**src/vlpf_ram.sv**
```systemverilog
// Generic single write port, single read port RAM with registered read data.
// No dependencies.
`default_nettype none

module vlpf_ram #(
   parameter int WIDTH = 8,
   parameter int DEPTH = 16,
   localparam int AW = (DEPTH > 1) ? $clog2(DEPTH) : 1
) (
   input  wire logic             clock,
   input  wire logic             we,
   input  wire logic [AW-1:0]    waddr,
   input  wire logic [WIDTH-1:0] wdata,
   input  wire logic [AW-1:0]    raddr,
   output logic      [WIDTH-1:0] rdata
);

   logic [WIDTH-1:0] mem [DEPTH];
   logic [WIDTH-1:0] rdata_ff;

   always_ff @(posedge clock) begin
      if (we) begin
         mem[waddr] <= wdata;
      end
      rdata_ff <= mem[raddr];
   end

   assign rdata = rdata_ff;

endmodule

`default_nettype wire

```
**config.mk**
```make
export PLATFORM = sky130hd
export DESIGN_NAME = vlpf_ram
export DESIGN_NICKNAME = d
export VERILOG_FILES = /design/src/vlpf_ram.sv
export SDC_FILE = /design/constraint.sdc
export NUM_CORES = 1
export LEC_CHECK = 0
export BUFFER_PORTS_ARGS = -buffer_cell sky130_fd_sc_hd__buf_2
export CAP_MARGIN = 20
export CORE_ASPECT_RATIO = 0.7
export CORE_UTILIZATION = 44
export DETAILED_ROUTE_END_ITERATION = 10
export HOLD_SLACK_MARGIN = 0.03
export MAX_ROUTING_LAYER = met4
export PLACE_DENSITY = 0.67
export SYNTH_ARGS = -nofsm -noshare
export SYNTH_HDL_FRONTEND = slang
export SYNTH_SLANG_ARGS = --single-unit
export TNS_END_PERCENT = 50
```
**constraint.sdc**
```tcl
create_clock -name clock -period 1.68 [get_ports clock]
set_input_delay 0.084 -clock clock [delete_from_list [all_inputs] [get_ports clock]]
set_output_delay 0.084 -clock clock [all_outputs]
set_load 0.02 [all_outputs]
```
==> run summary <==
Avg Cell Area, Syn -> 22.5 µm²
Clock latency on the worst-skew pair -> 0.41 ns
FF-to-FF End -> rdata[3]
Multiplexer share of the synthesized area -> 0.150
Drt wl/cell -> 21.9 µm
R2r startpoint -> mem[5][3]
Setup violators final -> 0
Synth Cell Area -> 5150 µm²
Synth Area in XOR/XNOR -> 0
Final slew viol count -> 0
Largest cells by area after synthesis -> edfxtp_1 (75%), mux4_2 (7.9%), mux4_1 (7.1%)
Vias in the first global route -> 2,471
Top cell type's share of synthesized area -> 0.747
Pre-antenna DRT Iters -> 4
CP Launch Point -> mem[5][3]
Status -> completed
Critical Path Slowest Stage Cell -> mux4_1
Synthesized netlist cell count -> 229
CTS tree -> done
Largest fanout on the critical path -> 1
Final WS setup -> 0.270 ns
Gr ovfl total -> 0
Synth-to-layout area growth -> 19.6%
N_diodes -> 0
DP Worst Slack -> 0.115 ns
Syn. warnings -> 0
CTS resizes -> 0
DP HPWL -> 6350 µm
Worst hold path class -> input pin to flip-flop
Clock root buffer -> clkbuf_16
#FFs+latches synth -> 136
Fmax -> 0.709 GHz
Fin crit share -> 0.839
Clk_skew -> 0.00493 ns
CTS Buffer Depth -> 2
Max IR drop VDD -> 0.810 mV
DR vias -> 2,416
Tot Pwr -> 0.00786 W
Arr. time, crit path -> 1.70 ns
DR vias/cell -> 5.36
Leakage -> 2.11 nW
Worst Setup Start Kind -> flip-flop
Post-synth net total -> 247
Share of layout cells above drive strength 1 -> 0.315
Max cap viols -> 0
Largest family of logic cells by synthesized area -> multiplexers
CP Capture Type -> flip-flop
Compound-gate portion of the synthesized area -> 0.0233
Synth Area in Simple Gates -> 0.0318
Max transition margin -> 0.491
Critical Path Sink -> rdata[3]
Period minus WS final -> 1.41 ns
CP max stage delay -> 0.56 ns
Total track usage -> 0.185
Req. time, crit path -> 1.97 ns
Initial Utilization -> 0.459
R2R setup slack -> 0.27 ns
I/O pin count -> 26
Clock-pin slew on the worst setup and hold paths -> 0.06 ns
Worst slew pin tran -> 0.762 ns
Post-CTS setup buffers -> 0
Critical path class -> flip-flop to flip-flop
Nets -> 303
Fin. Hold Viols -> 0
Row count -> 32
H-tree depth -> 4
Crit path cell chain -> mux4_1 -> a22oi_1 -> nand2_1
Asr flop ratio synth -> 0
Yosys cell types -> 19
Leading area contributor after synthesis -> edfxtp_1
CORE AREA -> 11,200 µm²
Antenna violations before repair -> 0
Largest net degree at the start of global routing -> 33
Remaining DRCs -> 0
Die Y-Extent -> 92.5 µm
Pwr/cell area -> 1280 nW/µm²
Sink Count -> 136
Die X -> 131 µm
DR iter-0 viols -> 185
Register area share after synthesis -> 0.778
Post-route ant nets -> 0
Core Util, Final -> 0.549
Gpl congestion -> 0.712
Worst r2r path cells -> 3
Post-synthesis adder-cell area fraction -> 0
WL final -> 9880 µm
CTS Hold Buffers Added -> 0
Setup repair after global routing missed its margin -> false
TritonCTS Buffers -> 17
Post-synth top flop -> edfxtp_1
PortBufs -> 25
Die footprint -> 12,100 µm²
EDFF count, synth -> 128
First-pass GRT wire length -> 15,100 µm
Post-route setup TNS -> 0 ns
## through the flow
stage / hold slack (ns) / instance area [µm²] / std cells
2_1_floorplan: 0.183 / 5150 / 229
3_3_place_gp: 0.469 / 5570 / 419
3_5_place_dp: 0.482 / 5570 / 419
4_1_cts: 0.0474 / 6160 / 451
5_1_grt: 0.0621 / 6160 / 451
6_report: 0.0659 / 6160 / 451
## flip-flops by register name, summed over array words and instances, names as in the netlist
register and flops:
mem 128, rdata 8
## power breakdown
group	internal (W)	total, W	switching, W
Sequential	0.00380	0.00382	0.0000257
Clock	0.00238	0.00366	0.00127
Combinational	0.000157	0.000381	0.000224
## worst min path at each step
| stage | cells after the start | end | startpoint | slack [ns] |
|---|---|---|---|---|
| finish | 1 | mem[6][5] | wdata[5] | 0.07 |
| detailed placement | 1 | mem[6][5] | wdata[5] | 0.48 |
| global route | 1 | mem[6][5] | wdata[5] | 0.06 |
| CTS | 1 | mem[6][5] | wdata[5] | 0.05 |
| global placement | 1 | mem[6][5] | wdata[5] | 0.47 |
| floorplan | 0 | mem[0][0] | wdata[0] | 0.18 |
## worst max-delay path: cells and delay by family (launching register included)
family / cells / cell delay, ns
simple gates: 1 / 0.09
mux: 1 / 0.56
compound gates: 1 / 0.29
flops: 1 / 0.36
## cell usage in the layout, fill, tap and decap left out
master,instances
and2b_1,1
edfxtp_1,128
or3b_2,1
buf_4,20
clkbuf_1,2
clkbuf_16,17
nor3_1,4
dfxtp_1,8
buf_2,25
clkbuf_8,2
buf_12,2
nor2b_1,1
a22oi_1,16
mux4_1,14
mux4_2,18
bufinv_16,3
and2_1,1
clkinv_2,6
clkinv_1,2
nand2_1,9
nand2b_1,2
nor2_1,13
nand3_1,1
nand3b_1,2
## layout make-up
cell class	count	area [µm²]
sequential	136	4000
clock inverter	11	128
clock buffer	21	460
tap	153	191
fill	844	5050
timing repair buffer	47	315
multi-input combinational	83	1060
## cell usage after synthesis, drive strengths merged, types with 2 or more instances
| master | instances |
|---|---|
| nor3 | 4 |
| nand3b | 2 |
| mux4 | 32 |
| nand2b | 2 |
| nor2 | 13 |
| nand2 | 9 |
| dfxtp | 8 |
| a22oi | 16 |
| edfxtp | 128 |
| buf | 7 |
| clkdlybuf4s25 | 3 |
## kinds of logic after synthesis
logic type,Yosys count
buf+inv,10
simple gates,35
mux,32
compound gates,16
flops,136
## per-layer routing
layer	track usage	wire length (µm)	vias to the layer above
li1	-	-	1086
met2	0.262	4490	82
met1	0.254	4560	1240
met3	0.0619	758	8
met5	-	0	-
met4	0.0552	76	0
Power figures use the tool's default switching activity.
