===== src/vlpf_pkg.sv =====
// Shared types and codes for the variable length packet FIFO.
// No dependencies; imported by the core, response stage and checker.
`default_nettype none

package vlpf_pkg;

   typedef enum logic {
      REQ_WRITE = 1'b0,
      REQ_READ  = 1'b1
   } req_code_type;

   typedef enum logic [1:0] {
      STATUS_OK     = 2'd0,
      STATUS_EMPTY  = 2'd1,
      STATUS_REJECT = 2'd2
   } status_type;

   typedef struct packed {
      logic       rd_ok;
      logic       rd_last;
      status_type status;
   } result_type;

endpackage

`default_nettype wire


===== src/vlpf_rsp.sv =====
// Result register of the packet FIFO: holds the strobe and decision of each
// transfer and merges in the byte RAM read data. Depends on vlpf_pkg.
`default_nettype none

module vlpf_rsp (
   input  wire logic                 clock,
   input  wire logic                 reset,
   input  wire logic                 accept,
   input  wire vlpf_pkg::result_type result,
   input  wire logic [7:0]           data_rdata,
   output logic                      rsp_valid,
   output logic      [7:0]           rsp_rd_byte,
   output logic                      rsp_rd_last,
   output logic      [1:0]           rsp_status
);

   import vlpf_pkg::*;

   logic       valid_ff;
   result_type result_ff;

   always_ff @(posedge clock) begin
      if (reset) begin
         valid_ff <= 1'b0;
      end else begin
         valid_ff <= accept;
      end
      result_ff <= result;
   end

   assign rsp_valid   = valid_ff;
   assign rsp_rd_byte = result_ff.rd_ok ? data_rdata : 8'h00;
   assign rsp_rd_last = result_ff.rd_last;
   assign rsp_status  = result_ff.status;

endmodule

`default_nettype wire


===== config.mk =====
export PLATFORM = sky130hd
export DESIGN_NAME = vlpf_rsp
export DESIGN_NICKNAME = d
export VERILOG_FILES = /design/src/vlpf_pkg.sv /design/src/vlpf_rsp.sv
export SDC_FILE = /design/constraint.sdc
export NUM_CORES = 1
export LEC_CHECK = 0
export ABC_AREA = 1
export BUFFER_PORTS_ARGS = -buffer_cell sky130_fd_sc_hd__buf_2
export CAP_MARGIN = 20
export CORE_AREA = 2 2 39 41
export CTS_BUF_LIST = sky130_fd_sc_hd__clkbuf_16
export DETAILED_ROUTE_END_ITERATION = 6
export DIE_AREA = 0 0 41 43
export PLACE_DENSITY = 0.43
export SKIP_CTS_REPAIR_TIMING = 1
export SLEW_MARGIN = 25
export SYNTH_ARGS = -nofsm -noshare
export SYNTH_HDL_FRONTEND = slang
export SYNTH_SLANG_ARGS = --single-unit

===== constraint.sdc =====
create_clock -name clock -period 1.07 [get_ports clock]
set_input_delay 0.1605 -clock clock [delete_from_list [all_inputs] [get_ports clock]]
set_output_delay 0.1605 -clock clock [all_outputs]
set_load 0.005 [all_outputs]

==> impl_metrics.toml, run 1 <==
[run_status]
outcome = "finished clean"

[timing]
slew_headroom_pct = 91.33
report.final.setup_viol = 0
rsz0062_at_grt = "false"
fin_crit_ns = 0.9735
finalHoldViolations = 0
max_freq_ghz = 1.027
report.final.slew_viol_count = 0
max_slew.worst_pin.slew_ns = 0.1301
fin_crit_sh_pct = 90.98

[synth]
netlist_area_um2 = 187.7
synth_warnings = 0
synth_nets = 41
ys_seq_area_share_pct = 53.33
syn_avg_cell_area_um2 = 7.218
synthCells = 26
yosysUniqueCellTypes = 6
synth-seq-cells = 5

[die]
rows = 14
die_y_um = 43
start_util_pct = 13.56
die_w_um = 41
die_area_um2 = 1763
core-area_um2 = 1384
io-pin-count = 27

[finish]
nFillCells = 159
design_area_um2 = 397.9
fin_nets = 69
diodes = 0
synthToLayoutAreaGrowth_pct = 112.0
fin_util_pct = 28.75
drive_gt1_share_pct = 56.60

[cts]
cts-root-buf = "clkbuf_16"
h-tree-depth = 1
clock_path_buffers = 2
cts_made_buffers = 3
path_clk_slew_ns = 0.03
clock_sinks = 5
cts_tree = "yes"

[placed_design]
dpl-instance-area_um2 = 317.8
routabilityCongestion = 0.5555
io_buffers = 26
dpl.hpwl_um = 361.3

[global_routing]
grt_usage_pct = 6.231
grt_pass1_vias = 205
antenna_found_initial = 0
gr-total-overflow = 0
grt_max_degree = 9
grt_pass1_wl_um = 641

[power_and_ir_drop]
powerDensity_nw_per_um2 = 2167
ir_drop_mv = 0.9034
power_leakage_nw = 0.2816
finalPower_mw = 0.8620

[worst_setup_path]
critical_path_buf_inv_count = 2
path_max_fanout = 8
cpPeakStageDelay_ns = 0.38
cpMaxStageDelayCell = "dfxtp_2"
cp_top_family = "flip-flops"
crit_arrival_ns = 0.81
end_kind = "output port"
worstSetupPathType = "reg2out"
cp-start-kind = "flop"
path_cells = "nand2_1 > inv_1 > buf_2"
cp.required_ns = 0.91
cp.depth = 3

[worst_hold_path]
hp-class = "in2reg"
holdPathStages = 1
min_to = "result_ff[3]$_DFF_P_"
hold_start = "result[3]"

[detailed_routing]
post_drt_wl_per_cell_um = 6.478
first_iter_violations = 0
drcViolationCount = 0
vias = 231
ant_nets = 0
wl_um = 447
dr.pass1.iters = 1
vias_per_cell = 3.348

[job]
maxCapViolCount = 0
==> cells in the mapped netlist <==
library cell,instances,area share (%)
buf_2,1,2.7
inv_1,9,18
buf_4,2,8.0
nor2_1,1,2.0
nand2_1,8,16
dfxtp_1,5,53
==> metrics by stage <==
stage                     hold WS, ns  setup TNS (ns)  setup WS, ns  std cells
final                         0.03483               0       0.09647         69
after global routing          0.02786               0       0.01740         69
after CTS                     0.03198       -0.003980     -0.003980         69
after detailed placement       0.2646               0        0.2406         65
after global placement         0.2628               0        0.2482         65
after floorplan                0.1882               0        0.3749         26
==> cell families after synthesis <==
| group | Yosys count | synth area share (%) |
|---|---|---|
| buffers and inverters | 12 | 28.66 |
| flip-flops | 5 | 53.34 |
| AND/OR/NAND/NOR | 9 | 18.00 |
==> how the worst max path moves through the flow <==
stage / from / to
floorplan: result_ff[3]$_DFF_P_ / rsp_rd_byte[4]
global placement: result_ff[3]$_DFF_P_ / rsp_rd_byte[6]
detailed placement: result_ff[3]$_DFF_P_ / rsp_rd_byte[6]
CTS: result_ff[3]$_DFF_P_ / rsp_rd_byte[6]
global route: result_ff[3]$_DFF_P_ / rsp_rd_byte[0]
finish: result_ff[3]$_DFF_P_ / rsp_rd_byte[6]
==> state kept, by name, indices dropped and copies added (netlist names) <==
register	cells
rsp_valid	1
rsp_rd_last	1
rsp_status	2
result_ff	1
==> layer usage <==
| metal | global-route usage [%] | routed length [um] | vias to the layer above |
|---|---|---|---|
| met5 | 0 | 0 | - |
| met4 | 8.000 | 25 | 0 |
| met3 | 4.712 | 83 | 3 |
| met2 | 8.125 | 204 | 18 |
| met1 | 4.839 | 133 | 91 |
| li1 | - | - | 119 |
==> power by group <==
part	total, mW	leakage (nW)	internal [mW]	switching (mW)
clock	0.597	0.0423	0.483	0.114
sequential	0.204	0.0421	0.198	0.00531
combinational	0.0619	0.197	0.0383	0.0236
total	0.862	0.282	0.720	0.142
==> layout by cell type, fill, tap and decap left out, drive strengths merged <==
| master | netlist | final |
|---|---|---|
| nor2 | 1 | 1 |
| buf | 3 | 26 |
| clkbuf | 0 | 3 |
| nand2 | 8 | 8 |
| inv | 9 | 10 |
| dfxtp | 5 | 5 |
==> layout make-up <==
cell class	instances	area, um2	area share (%)
sequential	5	101.3	25.47
timing repair buffer	26	130.1	32.70
inverter	9	33.78	8.491
clock inverter	1	3.754	0.9434
clock buffer	3	75.07	18.87
tap	16	20.02	5.031
multi-input combinational	9	33.78	8.491
No activity file was read; power rests on OpenSTA's default activity.
==> run 2: changes to the inputs <==
--- a/config.mk
+++ b/config.mk
@@ -13,6 +13,7 @@
 export DETAILED_ROUTE_END_ITERATION = 6
 export DIE_AREA = 0 0 41 43
 export PLACE_DENSITY = 0.43
+export REMOVE_ABC_BUFFERS = 1
 export SKIP_CTS_REPAIR_TIMING = 1
 export SLEW_MARGIN = 25
 export SYNTH_ARGS = -nofsm -noshare
==> constraint.sdc (replaced) <==
create_clock -name clock -period 1.17 [get_ports clock]
set_input_delay 0.1755 -clock clock [delete_from_list [all_inputs] [get_ports clock]]
set_output_delay 0.1755 -clock clock [all_outputs]
set_load 0.005 [all_outputs]
==> impl_metrics.toml, run 2 (same netlist as run 1, synthesis figures left out) <==
[timing]
max_slew.worst_pin.slew_ns = 0.1368
report.final.setup_viol = 0
fin_crit_sh_pct = 84.95
max_freq_ghz = 1.006
report.final.slew_viol_count = 0
finalSetupTns_ns = 0
rsz0062_at_grt = "false"
fin_crit_ns = 0.9940
finalHoldViolations = 0
slew_headroom_pct = 90.88

[finish]
multiInputGateArea_um2 = 33.78
fin_nets = 69
diodes = 0
largest_reg_flops = 2
seq_area_um2 = 101.3
synthToLayoutAreaGrowth_pct = 112.0
fin_util_pct = 28.75
stdcell_count = 69
drive_gt1_share_pct = 56.60
final_cell_mix = "buf_2 (26), inv_1 (10), nand2_1 (8)"
nFillCells = 146
layout_commonest_cell = "buf_2"

[placed_design]
placed_cells = 65
io_buffers = 26
dpl.hpwl_um = 380.1
routabilityCongestion = 0.5670

[power_and_ir_drop]
ir_drop_mv = 0.9464
power_leakage_nw = 0.2816
powerDensity_nw_per_um2 = 1971
finalPower_mw = 0.7842

[worst_hold_path]
min_to = "result_ff[3]$_DFF_P_"
holdPathStages = 1
hp-class = "in2reg"
hold_start = "result[3]"

[global_routing]
grt_pass1_wl_um = 600
gr-total-overflow = 0
grt_usage_pct = 5.729
antenna_found_initial = 0
grt_pass1_vias = 191
grt_max_degree = 9

[cts]
cts-root-buf = "clkbuf_16"
clock_sinks = 5
cts_made_buffers = 3
path_clk_slew_ns = 0.03
cts_tree = "yes"
clock_path_buffers = 2
h-tree-depth = 1

[die]
core-area_um2 = 1384
io-pin-count = 27
die_area_um2 = 1763
die_w_um = 41
start_util_pct = 13.56
rows = 14
die_y_um = 43

[worst_setup_path]
path_max_fanout = 8
crit_arrival_ns = 0.82
worstSetupPathType = "reg2out"
end_kind = "output port"
cp-start-kind = "flop"
cp.required_ns = 0.99

[job]
maxCapViolCount = 0

[detailed_routing]
first_iter_violations = 1
wl_um = 460
post_drt_wl_per_cell_um = 6.667
dr.pass1.iters = 2
drcViolationCount = 0
ant_nets = 0
vias = 221
vias_per_cell = 3.203

[run_status]
outcome = "finished clean"
[run 2: cell counts in the layout (fill, tap and decap cells not counted)]
No cell type changed its count.
[run 2: how the worst max path moves through the flow]
stage | from | cells after the start | end
after CTS | result_ff[3]$_DFF_P_ | 3 | rsp_rd_byte[2]
after floorplan | result_ff[3]$_DFF_P_ | 2 | rsp_rd_byte[4]
after global routing | result_ff[3]$_DFF_P_ | 3 | rsp_rd_byte[6]
after detailed placement | result_ff[3]$_DFF_P_ | 3 | rsp_rd_byte[2]
final | result_ff[3]$_DFF_P_ | 3 | rsp_rd_byte[1]
after global placement | result_ff[3]$_DFF_P_ | 3 | rsp_rd_byte[2]
[run 2: layer usage]
layer,wire (um),GRT usage [%]
met1,172,3.548
met2,235,8.125
met3,43,4.188
met4,8,8.000
met5,0,0
[run 2: layout make-up]
cell class	instances	share of cell area [%]
tap	16	5.031
multi-input combinational	9	8.491
timing repair buffer	26	32.70
sequential	5	25.47
clock inverter	1	0.9434
clock buffer	3	18.87
inverter	9	8.491
[run 2: metrics by stage]
step,area (um2),setup WS (ns),hold slack [ns]
after CTS,396.6,0.06337,0.04739
after global routing,397.9,0.09641,0.04509
after global placement,317.8,0.3240,0.2779
after floorplan,167.7,0.4727,0.2032
final,397.9,0.1760,0.05133
after detailed placement,317.8,0.3025,0.2791
[run 2: worst max-delay path, cell delays in order (launching register included)]
cell     delay (ns)
dfxtp_2        0.38
nand2_1        0.06
inv_1          0.05
buf_2          0.10
[run 2: where the power goes]
part           internal (mW)  leakage (nW)  switching [mW]
clock                  0.441        0.0423          0.0995
combinational         0.0351         0.197          0.0223
sequential             0.181        0.0421         0.00471
