**src/vlpf_pkg.sv**
```systemverilog
// Shared types and codes for the variable length packet FIFO.
// No dependencies; imported by the core, response stage and checker.
`default_nettype none

package vlpf_pkg;

   typedef enum logic {
      REQ_WRITE = 1'b0,
      REQ_READ  = 1'b1
   } req_code_type;

   typedef enum logic [1:0] {
      STATUS_OK     = 2'd0,
      STATUS_EMPTY  = 2'd1,
      STATUS_REJECT = 2'd2
   } status_type;

   typedef struct packed {
      logic       rd_ok;
      logic       rd_last;
      status_type status;
   } result_type;

endpackage

`default_nettype wire

```
**src/vlpf_core.sv**
```systemverilog
// Pointer and count logic of the packet FIFO: decides each transfer combinationally
// and drives the byte RAM and end-position RAM. Depends on vlpf_pkg.
`default_nettype none

module vlpf_core #(
   parameter int DATA_DEPTH = 4096,
   parameter int PKT_DEPTH  = 64,
   localparam int PW = $clog2(DATA_DEPTH),
   localparam int CW = $clog2(DATA_DEPTH + 1),
   localparam int EW = $clog2(PKT_DEPTH),
   localparam int KW = $clog2(PKT_DEPTH + 1)
) (
   input  wire logic                 clock,
   input  wire logic                 reset,
   input  wire logic                 accept,
   input  wire logic                 req_type,
   input  wire logic [7:0]           req_wr_byte,
   input  wire logic                 req_wr_last,
   output logic                      data_we,
   output logic      [PW-1:0]        data_waddr,
   output logic      [7:0]           data_wdata,
   output logic      [PW-1:0]        data_raddr,
   output logic                      end_we,
   output logic      [EW-1:0]        end_waddr,
   output logic      [PW-1:0]        end_wdata,
   output logic      [EW-1:0]        end_raddr,
   input  wire logic [PW-1:0]        end_rdata,
   output vlpf_pkg::result_type      result,
   output logic      [CW-1:0]        fill_bytes,
   output logic      [KW-1:0]        packet_count
);

   import vlpf_pkg::*;

   localparam logic [PW-1:0] POS_LAST   = PW'(DATA_DEPTH - 1);
   localparam logic [EW-1:0] IDX_LAST   = EW'(PKT_DEPTH - 1);
   localparam logic [CW:0]   DATA_LIMIT = (CW+1)'(DATA_DEPTH);
   localparam logic [KW-1:0] PKT_LIMIT  = KW'(PKT_DEPTH);

   logic [PW-1:0] read_pos_ff,       read_pos_in;
   logic [PW-1:0] commit_tail_ff,    commit_tail_in;
   logic [PW-1:0] write_pos_ff,      write_pos_in;
   logic [CW-1:0] stored_bytes_ff,   stored_bytes_in;
   logic [CW-1:0] pending_bytes_ff,  pending_bytes_in;
   logic          overflow_ff,       overflow_in;
   logic [EW-1:0] end_head_ff,       end_head_in;
   logic [EW-1:0] end_tail_ff,       end_tail_in;
   logic [KW-1:0] stored_packets_ff, stored_packets_in;
   // forwards an end position written to the entry the head is about to read
   logic          byp_valid_ff,      byp_valid_in;
   logic [PW-1:0] byp_data_ff,       byp_data_in;

   logic          room;
   logic [PW-1:0] write_pos_inc;
   logic [PW-1:0] read_pos_inc;
   logic [PW-1:0] wr_pos_after;
   logic [CW-1:0] pend_after;
   logic          ovf_after;
   logic [PW-1:0] head_end;

   assign room          = !overflow_ff &&
                          (({1'b0, stored_bytes_ff} + {1'b0, pending_bytes_ff}) < DATA_LIMIT);
   assign write_pos_inc = (write_pos_ff == POS_LAST) ? '0 : write_pos_ff + 1'b1;
   assign read_pos_inc  = (read_pos_ff == POS_LAST) ? '0 : read_pos_ff + 1'b1;
   assign wr_pos_after  = room ? write_pos_inc : write_pos_ff;
   assign pend_after    = room ? pending_bytes_ff + 1'b1 : pending_bytes_ff;
   assign ovf_after     = overflow_ff | !room;
   assign head_end      = byp_valid_ff ? byp_data_ff : end_rdata;

   always_comb begin
      read_pos_in       = read_pos_ff;
      commit_tail_in    = commit_tail_ff;
      write_pos_in      = write_pos_ff;
      stored_bytes_in   = stored_bytes_ff;
      pending_bytes_in  = pending_bytes_ff;
      overflow_in       = overflow_ff;
      end_head_in       = end_head_ff;
      end_tail_in       = end_tail_ff;
      stored_packets_in = stored_packets_ff;
      data_we           = 1'b0;
      end_we            = 1'b0;
      result.rd_ok      = 1'b0;
      result.rd_last    = 1'b0;
      result.status     = STATUS_OK;
      if (accept) begin
         if (req_type == REQ_WRITE) begin
            data_we = room;
            if (req_wr_last) begin
               if (ovf_after || stored_packets_ff >= PKT_LIMIT) begin
                  write_pos_in  = commit_tail_ff;
                  result.status = STATUS_REJECT;
               end else begin
                  end_we            = 1'b1;
                  end_tail_in       = (end_tail_ff == IDX_LAST) ? '0 : end_tail_ff + 1'b1;
                  stored_packets_in = stored_packets_ff + 1'b1;
                  stored_bytes_in   = stored_bytes_ff + pend_after;
                  commit_tail_in    = wr_pos_after;
                  write_pos_in      = wr_pos_after;
               end
               pending_bytes_in = '0;
               overflow_in      = 1'b0;
            end else begin
               write_pos_in     = wr_pos_after;
               pending_bytes_in = pend_after;
               overflow_in      = ovf_after;
            end
         end else begin
            if (stored_packets_ff == '0) begin
               result.status = STATUS_EMPTY;
            end else begin
               result.rd_ok = 1'b1;
               read_pos_in  = read_pos_inc;
               if (stored_bytes_ff != '0) begin
                  stored_bytes_in = stored_bytes_ff - 1'b1;
               end
               if (read_pos_inc == head_end) begin
                  result.rd_last    = 1'b1;
                  end_head_in       = (end_head_ff == IDX_LAST) ? '0 : end_head_ff + 1'b1;
                  stored_packets_in = stored_packets_ff - 1'b1;
               end
            end
         end
      end
   end

   assign byp_valid_in = end_we && (end_tail_ff == end_head_in);
   assign byp_data_in  = wr_pos_after;

   always_ff @(posedge clock) begin
      if (reset) begin
         read_pos_ff       <= '0;
         commit_tail_ff    <= '0;
         write_pos_ff      <= '0;
         stored_bytes_ff   <= '0;
         pending_bytes_ff  <= '0;
         overflow_ff       <= 1'b0;
         end_head_ff       <= '0;
         end_tail_ff       <= '0;
         stored_packets_ff <= '0;
         byp_valid_ff      <= 1'b0;
      end else begin
         read_pos_ff       <= read_pos_in;
         commit_tail_ff    <= commit_tail_in;
         write_pos_ff      <= write_pos_in;
         stored_bytes_ff   <= stored_bytes_in;
         pending_bytes_ff  <= pending_bytes_in;
         overflow_ff       <= overflow_in;
         end_head_ff       <= end_head_in;
         end_tail_ff       <= end_tail_in;
         stored_packets_ff <= stored_packets_in;
         byp_valid_ff      <= byp_valid_in;
      end
      byp_data_ff <= byp_data_in;
   end

   assign data_waddr   = write_pos_ff;
   assign data_wdata   = req_wr_byte;
   assign data_raddr   = read_pos_ff;
   assign end_waddr    = end_tail_ff;
   assign end_wdata    = wr_pos_after;
   // prefetch the end position of whichever packet will be at the head next cycle
   assign end_raddr    = end_head_in;
   assign fill_bytes   = stored_bytes_ff;
   assign packet_count = stored_packets_ff;

endmodule

`default_nettype wire

```
**config.mk**
```make
export PLATFORM = sky130hd
export DESIGN_NAME = vlpf_core
export DESIGN_NICKNAME = d
export VERILOG_FILES = /design/src/vlpf_pkg.sv /design/src/vlpf_core.sv
export SDC_FILE = /design/constraint.sdc
export NUM_CORES = 1
export LEC_CHECK = 0
export ABC_CLOCK_PERIOD_IN_PS = 6600
export CORE_UTILIZATION = 40
export CTS_CLUSTER_SIZE = 24
export DETAILED_ROUTE_END_ITERATION = 16
export DONT_BUFFER_PORTS = 1
export HOLD_SLACK_MARGIN = 0.02
export PLACE_DENSITY = 0.6
export SLEW_MARGIN = 25
export SYNTH_ARGS = -nofsm -noshare
export SYNTH_HDL_FRONTEND = slang
export SYNTH_SLANG_ARGS = --single-unit
```
**constraint.sdc**
```tcl
create_clock -name clock -period 6.6 [get_ports clock]
set_input_delay 1.32 -clock clock [delete_from_list [all_inputs] [get_ports clock]]
set_output_delay 1.32 -clock clock [all_outputs]
set_load 0.1 [all_outputs]
```
==> flow_summary.ini <==
[outcome]
outcome = finished, final reports clean

[yosys]
synthTopCellsByArea = dfxtp_1 29%, ha_1 6.9%, nor2_1 5.9%
synth.cell_area_mm2 = 0.006538
synth.avg_cell_area_um2 = 7.915
synth_seq_cells = 95
async_flop_share_pct = 0
synth_flop_cell = dfxtp_1
synth_top_cell_by_area = dfxtp_1
synth_edf_count = 0
postSynthCellCount = 826
yosysTopAreaCellShare_pct = 29.09
synth_cell_types = 78
syn-num-nets = 889
synth_commonest_cells = 102 x nor2_1, 95 x dfxtp_1, 89 x nand2_1
synth_most_common_cell = nor2_1
yosysWarningCount = 0
synth_seq_area_share_pct = 29.09

[cells_and_area]
final_area_mm2 = 0.007475
final_nets = 916
regArea_mm2 = 0.001908
drive_above_1_share_pct = 14.35
fillers = 1563
antenna_cells = 0
multiInputGateArea_mm2 = 0.004403
synthToLayoutAreaGrowth_pct = 14.33

[floorplanning]
num_rows = 46
core_area_mm2 = 0.01594
die_x_um = 129.8
fp.dieH_um = 129.8
initial_core_util_pct = 41.01
io_pins = 107
dieArea_mm2 = 0.01686

[sta]
tightest_slew_ns = 1.113
slew_headroom_pct = 25.71
setup_viol = 0
hold_viol_final = 0
report.final.slew_viol_count = 0
rsz0062_at_grt = false
period_share_pct = 83.16
clock_skew_ns = 0.01848
fin_crit_ns = 5.488
tns_ns = 0
fmax_ghz = 0.1822

[detailed_routing]
ant_nets = 0
first_pass_iters = 6
drcViolationCount = 0
wl_per_cell_um = 16.64
vias = 6028
drtIter0Drc = 514
drt_wl_total_um = 17860
drt-vias-per-instance = 5.618

[min_path]
hp-class = reg -> reg
hold_start = commit_tail_ff[0]
holdPathEnd = commit_tail_ff[0]
hold_depth = 2

[placed_design]
placed_area_mm2 = 0.007154
hpwlAfterDp_um = 13110
place.gp.congestion = 0.9190
placement.io_buffers = 0

[worst_setup_path]
start_kind = flip-flop
arrival_ns = 4.17
crit_path_end_kind = output port
cp.required_ns = 5.28
r2r_end = fill_bytes[12]
crit_path_max_fanout = 9
timing.reg2reg.worst_path_depth = 22
r2r_slack_ns = 1.61
worstSetupPathType = reg -> out
r2r_start = fill_bytes[2]

[clocking]
post_cts_buffers = 0
worst_skew_pair.late_latency_ns = 0.36
cts_tree = done
cts.path.max_buffers = 2
cts.htree.levels = 3
post_cts_resized = 0
ctsHoldBuffers = 0
cts_sinks = 95
path_clk_slew_ns = 0.07
cts_root_buffer = clkbuf_16
cts_made_buffers = 9

[global_route]
grt_pass1_vias = 5426
grt_pass1_wl_um = 28280
grt-ovfl-total = 0
grt_max_degree = 84
globalRouteTotalUtil_pct = 21.35
grt_antenna_before_repair = 0

[power_and_ir_drop]
p_leak_uw = 0.003058
ir_drop_v = 0.0001306
powerDensity_mw_per_mm2 = 234.5

[flow_run]
max-cap-violations = 0
-- final cells by class --
| class | instances | area share (%) |
|---|---|---|
| Sequential cell | 95 | 25.53 |
| Clock buffer | 9 | 3.013 |
| Tap cell | 216 | 3.616 |
| Clock inverter | 6 | 1.255 |
| Timing Repair Buffer | 64 | 6.428 |
| Multi-Input combinational cell | 658 | 58.91 |
| Inverter | 25 | 1.255 |
-- worst max-delay path, cell delays in order (launching register included) --
cell	delay, ns
dfxtp_1	0.31
buf_4	0.33
ha_1	0.35
nand3_4	0.18
nor4_2	0.65
mux2i_1	0.26
nand4_1	0.21
a2111oi_2	0.59
nand4_1	0.22
nand2_1	0.14
nand2_1	0.56
-- flip-flops by register name (all words and copies together), names as in the netlist --
signal            flops
data_waddr           12
fill_bytes           13
pending_bytes_ff     13
end_head_ff           6
byp_valid_ff          1
data_raddr           12
commit_tail_ff       12
byp_data_ff          12
end_waddr             6
packet_count          7
overflow_ff           1
-- cell usage in the layout, fill, tap and decap left out, types with 4 or more instances in the layout --
cell type | Yosys | final
nor2_1 | 102 | 98
dfxtp_1 | 95 | 90
nand2_1 | 89 | 89
buf_4 | 11 | 64
a21oi_1 | 54 | 54
nand3_1 | 36 | 36
ha_1 | 36 | 36
xnor2_1 | 39 | 34
o21ai_0 | 37 | 31
nor3_1 | 26 | 26
inv_1 | 23 | 23
mux2i_1 | 21 | 21
xor2_1 | 22 | 20
or3_1 | 16 | 16
nand4_1 | 15 | 15
a21o_1 | 13 | 13
and3_1 | 12 | 12
nor2b_1 | 12 | 12
a222oi_1 | 10 | 10
nor4_1 | 9 | 9
clkbuf_16 | 0 | 9
a211oi_1 | 8 | 8
a31oi_1 | 6 | 6
o21ai_1 | 5 | 5
o21ai_2 | 0 | 5
xnor2_2 | 0 | 5
dfxtp_2 | 0 | 5
o21a_1 | 4 | 4
and4_1 | 4 | 4
o211ai_1 | 4 | 4
nor2_2 | 0 | 4
nand2b_1 | 4 | 4
o21bai_1 | 4 | 4
a22oi_1 | 4 | 4
-- report_power, final --
group	switching, uW	internal (uW)
registers	17.1	600
clock network	249	334
logic	390	163
-- how the worst max path moves through the flow --
| stage | from | slack, ns | to | depth (start not counted) |
|---|---|---|---|---|
| 3_5_place_dp | accept | 1.53 | end_raddr[5] | 8 |
| 4_1_cts | data_raddr[0] | 1.15 | end_raddr[5] | 10 |
| 2_1_floorplan | data_raddr[0] | 0.22 | end_raddr[3] | 8 |
| 3_3_place_gp | data_raddr[0] | 1.56 | end_raddr[5] | 10 |
| 5_1_grt | fill_bytes[2] | 0.95 | end_wdata[7] | 9 |
| 6_report | data_raddr[0] | 1.11 | end_raddr[5] | 10 |
-- metrics by stage --
| step | worst slack [ns] | hold WS [ns] | util [%] | power, uW | std cells |
|---|---|---|---|---|---|
| after detailed placement | 1.529 | 0.4395 | 44.88 | 1183 | 1058 |
| after CTS | 1.150 | 0.4484 | 46.88 | 1767 | 1073 |
| after floorplan | 0.2175 | 0.4324 | - | 1102 | 826 |
| after global routing | 0.9490 | 0.4697 | 46.88 | 1841 | 1073 |
| after global placement | 1.559 | 0.4349 | 44.80 | 1181 | 1058 |
| final | 1.112 | 0.4487 | 46.88 | 1753 | 1073 |
-- per-layer routing --
layer / vias to the layer above / track usage [%] / wire, um
li1: 3026 / - / -
met1: 2820 / 27.70 / 8029
met2: 154 / 35.51 / 8490
met3: 28 / 4.305 / 986
met4: 0 / 6.703 / 350
met5: - / 0 / 0
-- logic make-up (layout without fill, tap and decap cells) --
family / after synthesis / after routing / synth area share [%]
buffers and inverters: 73 / 104 / 5.186
AOI/OAI and AO/OA: 185 / 185 / 19.27
and+or+nand+nor: 345 / 345 / 25.76
adders and majority gates: 38 / 38 / 7.502
xor gates and xnor gates: 63 / 63 / 8.880
DFF: 95 / 95 / 29.09
muxes: 27 / 27 / 4.306
No activity file was read; power rests on OpenSTA's default activity.
